File: src/rtl/mjdr_pkg.sv
package mjdr_pkg;

   typedef enum logic [1:0] {
      DIR_STOP = 2'd0,
      DIR_POS  = 2'd1,
      DIR_NEG  = 2'd2
   } dir_type;

   typedef enum logic [1:0] {
      MODE_REMOTE   = 2'd0,
      MODE_SOFTWARE = 2'd1,
      MODE_AUTO     = 2'd2,
      MODE_INVALID  = 2'd3
   } mode_type;

   typedef enum logic [1:0] {
      REG_JAM_TICKS     = 2'd0,
      REG_BACKOFF_TICKS = 2'd1,
      REG_OUTPUT_LIMIT  = 2'd2
   } reg_index_type;

   localparam int CSR_ADDR_WIDTH = 4;
   localparam int CSR_DATA_WIDTH = 32;
   localparam int COUNT_WIDTH    = 16;
   localparam int LIMIT_WIDTH    = 15;
   localparam int DRIVE_WIDTH    = 16;

   localparam logic [COUNT_WIDTH-1:0] JAM_TICKS_RESET     = 16'd100;
   localparam logic [COUNT_WIDTH-1:0] BACKOFF_TICKS_RESET = 16'd50;
   localparam logic [LIMIT_WIDTH-1:0] OUTPUT_LIMIT_RESET  = 15'd15000;

   // A stopped feeder stays stopped.
   function automatic logic [1:0] flip_dir(input logic [1:0] dir);
      logic [1:0] result;
      result = dir;
      case (dir)
         DIR_POS: result = DIR_NEG;
         DIR_NEG: result = DIR_POS;
         default: result = dir;
      endcase
      return result;
   endfunction

endpackage

File: src/rtl/motor_jam_detect_reverse.sv
// Channel   Ports                      Direction  Moves
// req       req_valid / req_ready      in         one control tick of command flags and drive
// rsp       rsp_valid / rsp_ready      out        direction and status after that tick
// csr       csr_psel ... csr_pready    in/out     jam_ticks, backoff_ticks, output_limit
//
// An input transfer loads the input register; once the result register can take it, the tick
// moves through the update logic into the result register, where the result is offered.
// With the result side ready, a new tick can be transferred in every cycle.
// Reset is synchronous; it clears the valid flags and restores the configuration and state.
// A stalled result holds the input register, which then holds req_ready low.
module motor_jam_detect_reverse (
   input  logic                                 clock,
   input  logic                                 reset,
   input  logic                                 req_valid,
   output logic                                 req_ready,
   input  logic [1:0]                           req_control_mode,
   input  logic                                 req_begin_positive,
   input  logic                                 req_begin_negative,
   input  logic                                 req_stop_request,
   input  logic                                 req_friction_on,
   input  logic                                 req_friction_off,
   input  logic signed [mjdr_pkg::DRIVE_WIDTH-1:0] req_drive_output,
   output logic                                 rsp_valid,
   input  logic                                 rsp_ready,
   output logic [1:0]                           rsp_direction,
   output logic                                 rsp_friction_running,
   output logic                                 rsp_jammed,
   output logic                                 rsp_reversing,
   input  logic                                 csr_psel,
   input  logic                                 csr_penable,
   input  logic                                 csr_pwrite,
   input  logic [mjdr_pkg::CSR_ADDR_WIDTH-1:0]  csr_paddr,
   input  logic [mjdr_pkg::CSR_DATA_WIDTH-1:0]  csr_pwdata,
   output logic [mjdr_pkg::CSR_DATA_WIDTH-1:0]  csr_prdata,
   output logic                                 csr_pready
);
   import mjdr_pkg::*;

   logic [COUNT_WIDTH-1:0] jam_ticks_ff;
   logic [COUNT_WIDTH-1:0] backoff_ticks_ff;
   logic [LIMIT_WIDTH-1:0] output_limit_ff;

   logic [COUNT_WIDTH-1:0] stall_count_ff, stall_count_in;
   logic [COUNT_WIDTH-1:0] reverse_count_ff, reverse_count_in;
   logic                   clearing_ff, clearing_in;
   logic [1:0]             feeder_dir_ff, feeder_dir_in;
   logic                   friction_ff, friction_in;
   logic                   prev_jam_ff, jam_in;

   logic                   s1_valid_ff;
   logic [1:0]             s1_mode_ff;
   logic                   s1_pos_ff, s1_neg_ff, s1_stop_ff, s1_fon_ff, s1_foff_ff;
   logic [DRIVE_WIDTH-1:0] s1_drive_ff;

   logic                   rsp_valid_ff;
   logic [1:0]             rsp_direction_ff;
   logic                   rsp_friction_ff, rsp_jammed_ff, rsp_reversing_ff;

   logic                   rsp_load;
   logic                   csr_write;
   logic [1:0]             csr_index;
   logic [DRIVE_WIDTH-1:0] drive_mag;
   logic                   saturated;
   logic [1:0]             dir_cmd;
   logic [1:0]             dir_start;
   logic                   start_clear;
   logic                   clear_active;
   logic [COUNT_WIDTH-1:0] rc_base;
   logic [COUNT_WIDTH-1:0] rc_dec;

   assign rsp_load  = s1_valid_ff && (!rsp_valid_ff || rsp_ready);
   assign req_ready = !s1_valid_ff || rsp_load;

   assign csr_pready = 1'b1;
   assign csr_write  = csr_psel && csr_penable && csr_pwrite && csr_pready;
   assign csr_index  = csr_paddr[CSR_ADDR_WIDTH-1:2];

   always_comb begin
      csr_prdata = '0;
      case (csr_index)
         REG_JAM_TICKS:     csr_prdata = {{(CSR_DATA_WIDTH-COUNT_WIDTH){1'b0}}, jam_ticks_ff};
         REG_BACKOFF_TICKS: csr_prdata = {{(CSR_DATA_WIDTH-COUNT_WIDTH){1'b0}}, backoff_ticks_ff};
         REG_OUTPUT_LIMIT:  csr_prdata = {{(CSR_DATA_WIDTH-LIMIT_WIDTH){1'b0}}, output_limit_ff};
         default:           csr_prdata = '0;
      endcase
   end

   always_ff @(posedge clock) begin
      if (reset) begin
         jam_ticks_ff     <= JAM_TICKS_RESET;
         backoff_ticks_ff <= BACKOFF_TICKS_RESET;
         output_limit_ff  <= OUTPUT_LIMIT_RESET;
      end else if (csr_write) begin
         case (csr_index)
            REG_JAM_TICKS:     jam_ticks_ff     <= csr_pwdata[COUNT_WIDTH-1:0];
            REG_BACKOFF_TICKS: backoff_ticks_ff <= csr_pwdata[COUNT_WIDTH-1:0];
            REG_OUTPUT_LIMIT:  output_limit_ff  <= csr_pwdata[LIMIT_WIDTH-1:0];
            default: ;
         endcase
      end
   end

   always_ff @(posedge clock) begin
      if (reset) begin
         s1_valid_ff <= 1'b0;
      end else if (req_ready) begin
         s1_valid_ff <= req_valid;
      end
   end

   always_ff @(posedge clock) begin
      if (req_ready && req_valid) begin
         s1_mode_ff  <= req_control_mode;
         s1_pos_ff   <= req_begin_positive;
         s1_neg_ff   <= req_begin_negative;
         s1_stop_ff  <= req_stop_request;
         s1_fon_ff   <= req_friction_on;
         s1_foff_ff  <= req_friction_off;
         s1_drive_ff <= req_drive_output;
      end
   end

   always_comb begin
      dir_cmd     = feeder_dir_ff;
      friction_in = friction_ff;
      if (s1_mode_ff == MODE_REMOTE) begin
         if (s1_pos_ff && friction_ff) begin
            dir_cmd = DIR_POS;
         end
         if (s1_neg_ff && friction_ff) begin
            dir_cmd = DIR_NEG;
         end
         if (s1_stop_ff) begin
            dir_cmd = DIR_STOP;
         end
         if (s1_fon_ff) begin
            friction_in = 1'b1;
         end
         if (s1_foff_ff) begin
            friction_in = 1'b0;
         end
      end

      drive_mag = s1_drive_ff[DRIVE_WIDTH-1] ? (~s1_drive_ff + 1'b1) : s1_drive_ff;
      saturated = (drive_mag == {1'b0, output_limit_ff});

      if (saturated) begin
         stall_count_in = (stall_count_ff != '0) ? stall_count_ff - 1'b1 : '0;
      end else begin
         stall_count_in = jam_ticks_ff;
      end
      jam_in = (stall_count_in == '0);

      start_clear  = !prev_jam_ff && jam_in && !clearing_ff;
      clear_active = clearing_ff || start_clear;
      rc_base      = start_clear ? backoff_ticks_ff : reverse_count_ff;
      dir_start    = start_clear ? flip_dir(dir_cmd) : dir_cmd;
      rc_dec       = rc_base - 1'b1;

      feeder_dir_in    = dir_start;
      clearing_in      = clear_active;
      reverse_count_in = rc_base;
      if (clear_active) begin
         reverse_count_in = rc_dec;
         if (rc_dec == '0) begin
            feeder_dir_in    = flip_dir(dir_start);
            clearing_in      = 1'b0;
            reverse_count_in = backoff_ticks_ff;
         end
      end
   end

   always_ff @(posedge clock) begin
      if (reset) begin
         stall_count_ff   <= JAM_TICKS_RESET;
         reverse_count_ff <= BACKOFF_TICKS_RESET;
         clearing_ff      <= 1'b0;
         feeder_dir_ff    <= DIR_STOP;
         friction_ff      <= 1'b0;
         prev_jam_ff      <= 1'b0;
      end else if (rsp_load) begin
         stall_count_ff   <= stall_count_in;
         reverse_count_ff <= reverse_count_in;
         clearing_ff      <= clearing_in;
         feeder_dir_ff    <= feeder_dir_in;
         friction_ff      <= friction_in;
         prev_jam_ff      <= jam_in;
      end else if (csr_write && csr_index == REG_JAM_TICKS) begin
         stall_count_ff   <= csr_pwdata[COUNT_WIDTH-1:0];
      end
   end

   always_ff @(posedge clock) begin
      if (reset) begin
         rsp_valid_ff <= 1'b0;
      end else if (rsp_load) begin
         rsp_valid_ff <= 1'b1;
      end else if (rsp_ready) begin
         rsp_valid_ff <= 1'b0;
      end
   end

   always_ff @(posedge clock) begin
      if (rsp_load) begin
         rsp_direction_ff <= feeder_dir_in;
         rsp_friction_ff  <= friction_in;
         rsp_jammed_ff    <= jam_in;
         rsp_reversing_ff <= clearing_in;
      end
   end

   assign rsp_valid            = rsp_valid_ff;
   assign rsp_direction        = rsp_direction_ff;
   assign rsp_friction_running = rsp_friction_ff;
   assign rsp_jammed           = rsp_jammed_ff;
   assign rsp_reversing        = rsp_reversing_ff;

   // An active reversal always has ticks left to run.
   a_clear_count : assert property (@(posedge clock) disable iff (reset)
      clearing_ff |-> (reverse_count_ff != '0))
      else $error("reversal active with an empty countdown");

   // A held tick moves into the result register whenever that register can take it.
   a_advance : assert property (@(posedge clock) disable iff (reset)
      (s1_valid_ff && (!rsp_valid_ff || rsp_ready)) |=> rsp_valid_ff)
      else $error("held tick did not produce a result");

   // A full input register behind a stalled result blocks new transfers.
   a_backpressure : assert property (@(posedge clock) disable iff (reset)
      (s1_valid_ff && rsp_valid_ff && !rsp_ready) |-> !req_ready)
      else $error("input accepted while the pipeline is full");

endmodule
File: config.mk
export PLATFORM = sky130hd
export DESIGN_NAME = motor_jam_detect_reverse
export DESIGN_NICKNAME = d
export VERILOG_FILES = /design/src/rtl/mjdr_pkg.sv /design/src/rtl/motor_jam_detect_reverse.sv
export SDC_FILE = /design/constraint.sdc
export NUM_CORES = 1
export LEC_CHECK = 0
export BUFFER_PORTS_ARGS = -buffer_cell sky130_fd_sc_hd__buf_2
export CAP_MARGIN = 20
export CORE_MARGIN = 2
export CORE_UTILIZATION = 52
export CTS_CLUSTER_DIAMETER = 150
export CTS_CLUSTER_SIZE = 30
export DETAILED_ROUTE_END_ITERATION = 10
export PLACE_DENSITY = 0.89
export SETUP_SLACK_MARGIN = 0.15
export SYNTH_ARGS = -nofsm -noshare
export SYNTH_HDL_FRONTEND = slang
export SYNTH_SLANG_ARGS = --single-unit
export TNS_END_PERCENT = 30
File: constraint.sdc
create_clock -name clock -period 5.75 [get_ports clock]
set_input_delay 0 -clock clock [delete_from_list [all_inputs] [get_ports clock]]
set_output_delay 0 -clock clock [all_outputs]
set_load 0.05 [all_outputs]
==> results by group <==
Yosys
  – Post-Synth Adder-Cell Area: 0.00685
  – Register area share after synthesis: 0.351
  – Area contributors post-synth: dfxtp_1 24%, edfxtp_1 12%, nand2_1 9.3%, a21oi_1 5.1%, nor2_1 3.7%
  – Post-synth cell types: 83
  – Asr flop ratio synth: 0
  – Multiplexer share of the synthesized area: 0.0420
  – Avg Cell Area, Syn: between 7 and 8 um^2
  – Largest family of logic cells by synthesized area: simple AND/OR/NAND/NOR gates
  – Yosys warns: 0
  – Compound-Gate Fraction of Synth Area: 0.203
  – Share of the synthesized area in the top cell type: 0.236
  – Yosys reg bits: about 110
  – XOR/XNOR Fraction of Synth Area: 0.0576
  – Mapped cell area: 0.00730 mm^2
  – Synth cell count leaders: 181 x nand2_1, 86 x dfxtp_1, 75 x a21oi_1, 72 x nor2_1, 55 x clkbuf_1
  – Post-synth EDFFs: 28
  – Top-count cell post-synth: nand2_1
  – Post-Synthesis Cells: ~940
  – Top cell type by total area after synthesis: dfxtp_1
  – Ys flop type: dfxtp_1
  – Simple-Gate Fraction of Synth Area: 0.278

Critical path
  – Flop-to-flop setup slack: -0.05 ns
  – CP Capture Type: flip-flop
  – Critical path's slowest cell: or4_4
  – Worst r2r src: s1_drive_ff[7]$_DFFE_PP_
  – Worst reg2reg path depth: 22
  – Worst stage delay on the critical path: about 0.54 ns
  – Startpoint types: flip-flop
  – CP Capture Point: feeder_dir_ff[1]$_SDFFE_PP0P_
  – Required @ worst endpoint: between 6 and 7 ns
  – WP data arrival: 6.11 ns
  – Worst r2r dst: feeder_dir_ff[1]$_SDFFE_PP0P_
  – CP Max Fanout: 5
  – CP Class: reg2reg
  – Origin of the worst setup path: s1_drive_ff[7]$_DFFE_PP_
  – CP Cell Sequence: buf_4, nor4_2, nand4_1, a211oi_1, a41oi_2, nor2b_4, a2111oi_4, nor2_4, mux2i_2, ha_2, nand2b_4, nand2b_4, or4_4, nor4_4, xnor2_2, nand4_1, nor4_2, o311ai_1, a21oi_2, xnor2_4, mux2_4, a21o_1

Floorplan
  – Die height: 123 um
  – DIE WIDTH: approximately 120 um
  – Placement row count: 43
  – Io pins: 106
  – Starting Density: 0.530
  – Core area: about 0.014 mm^2
  – Die ar.: roughly 0.015 mm^2

Timing
  – RSZ-0062 raised after global routing: true
  – Endpoints failing hold: 0
  – Setup slack after layout: -0.0502 ns
  – Total negative slack: -0.284 ns
  – Peak Freq: roughly 0.17 GHz
  – Relative max-transition margin: 0.283
  – Clock Skew: a little over 0.008 ns
  – Final setup viols: 8
  – Max-slew violation count: 0
  – Worst-Margin Slew: about 1.1 ns
  – Tmin final: 5.80 ns
  – Tcrit/Tclk final: 1.01

Cells and area
  – Fin util: 0.665
  – Fin nets: between 1000 and 1500
  – Non-filler cells, final: around 1200
  – Post-Layout Inst Area: roughly 0.0092 mm^2
  – Layout cell share with drive strength beyond 1: 0.200
  – Fill count: 1018
  – Synthesis-to-finish area growth: 25.5%

Min path
  – Hold Path Class: in2reg
  – Hold Crit Start: csr_penable

Clock network
  – CTS tree: yes
  – Clock buffer depth: 2
  – H-Tree Depth: 4
  – Inserted Clock Buffers: 17
  – Root Buffer Master: clkbuf_16
  – Clock transition at path regs: 0.05 ns
  – Worst-skew pair later-pin latency: 0.42 ns
  – CTS Sinks: between 100 and 150

Global routing
  – Vias in the first global route: 7511
  – Pin count of the biggest net entering global routing: 87
  – Total track usage: 0.329
  – Global-route wire length before repair: between 30000 and 40000 um
  – Total gr overflow: 0
  – Initial antenna violation count: 0

Power and ir drop
  – Maximum VDD drop: 0.000343 V
  – Power Density: approximately 240 mW/mm^2
  – Leak pwr: roughly 3.6 nW

Drt
  – Met2 wire length: roughly 11000 um
  – DRC marker count from the first detailed-route iteration: ~1400
  – WL per Instance: about 20 um
  – DRC viols: 0
  – M1 WL: between 9000 and 10000 um
  – Met3 routed WL: roughly 3300 um
  – Via/cell ratio: 6.62
  – Uppermost layer routed: met4
  – Final ANT Viol Nets: 0
  – Aggregate routed wire length: 25500 um
  – TritonRoute pass-1 iters: 9
  – Vias: around 8300

Placed design
  – Port bufs: 70
  – Hpwl dp: between 15000 and 20000 um
  – Post-placement worst setup slack: -0.0295 ns
  – DP Area: ~0.0078 mm^2
  – Placer congestion estimate: 1.03
  – Placed cells: approximately 1200

Run
  – Max_cap viols: 0

Status
  – Failing checks: negative setup slack
  – Status: finished, violations left
[report_power, final]
part           switching (mW)  leakage (nW)  internal [mW]  total, mW
Combinational           0.196          2.31          0.115      0.311
Sequential             0.0402         0.971          0.850      0.891
Clock                   0.395         0.273          0.639       1.03
[layer usage]
layer | track usage | vias to the layer above
met1 | 0.400 | 3738
met3 | 0.0827 | 209
met4 | 0.204 | 0
met2 | 0.522 | 724
li1 | - | 3586
met5 | 0 | -
[cells in the final DEF (no fill, tap or decap), drive strengths merged, types with 17 or more instances in the layout]
cell           n
dlygate4sd3   42
buf          124
inv           17
xor2          21
mux2i         25
nor2          72
nor3          30
nor4          18
xnor2         27
conb          17
a31oi         17
nand3         31
edfxtp        28
nand2        181
clkbuf        20
a21oi         75
o21ai         36
dfxtp         86
[critical path: cells and delay by family, from the launching register on]
kind	cells	cell delay, ns
DFF	1	0.45
muxes	2	0.65
adders and majority gates	1	0.29
and+or+nand+nor	10	2.51
xor gates and xnor gates	2	0.36
AOI/OAI and AO/OA	6	1.25
buffers and inverters	1	0.20
[through the flow]
| stage | hold slack, ns | total power, mW |
|---|---|---|
| floorplan | 0.0989 | 1.09 |
| CTS | 0.128 | 2.21 |
| global route | 0.203 | 2.30 |
| detailed placement | 0.178 | 1.16 |
| finish | 0.180 | 2.24 |
| global placement | 0.177 | 1.16 |
[worst min path at each step]
| stage | to | slack [ns] | depth (start not counted) |
|---|---|---|---|
| after global routing | output_limit_ff[5]$_SDFFE_PP0P_ | 0.20 | 5 |
| after floorplan | s1_drive_ff[0]$_DFFE_PP_ | 0.1 | 0 |
| after global placement | s1_foff_ff$_DFFE_PP_ | 0.18 | 1 |
| final | output_limit_ff[5]$_SDFFE_PP0P_ | 0.18 | 5 |
| after CTS | output_limit_ff[5]$_SDFFE_PP0P_ | 0.13 | 5 |
| after detailed placement | s1_neg_ff$_DFFE_PP_ | 0.18 | 1 |
[logic make-up (layout without fill, tap and decap cells)]
logic type,Yosys count,in the layout
compound gates,220,220
xor+xnor,48,48
fa+ha+maj,4,4
buf+inv,97,213
flops,114,114
mux,30,30
other cells,2,18
simple gates,421,421
[what timing repair did]
| action | in CTS | in global routing |
|---|---|---|
| hold buffers | 42 | 0 |
| pin swaps | 3 | 26 |
| endpoints found under the hold margin | 74 | 0 |
| buffers inserted | 4 | 17 |
| resized for setup | 6 | 32 |
| setup endpoints to repair | 6 | 22 |
[state kept, by name (all words and copies together), names as in the netlist, 2 cells and up]
register          flops
s1_mode_ff            2
jam_ticks_ff         16
feeder_dir_ff         2
reverse_count_ff     16
output_limit_ff      15
s1_drive_ff          16
backoff_ticks_ff     16
stall_count_ff       16
rsp_direction         2
[area by class of cell]
cell class	instances	area, um^2	area share
Clock buffer	20	437	0.0477
Antenna cell	1	2.50	0.000273
Timing Repair Buffer	166	1190	0.130
Sequential cell	114	2560	0.280
Tap cell	180	225	0.0246
Multi-Input combinational cell	740	4560	0.498
Clock inverter	12	133	0.0145
Inverter	15	56.3	0.00615
No activity file was read; power rests on OpenSTA's default activity.
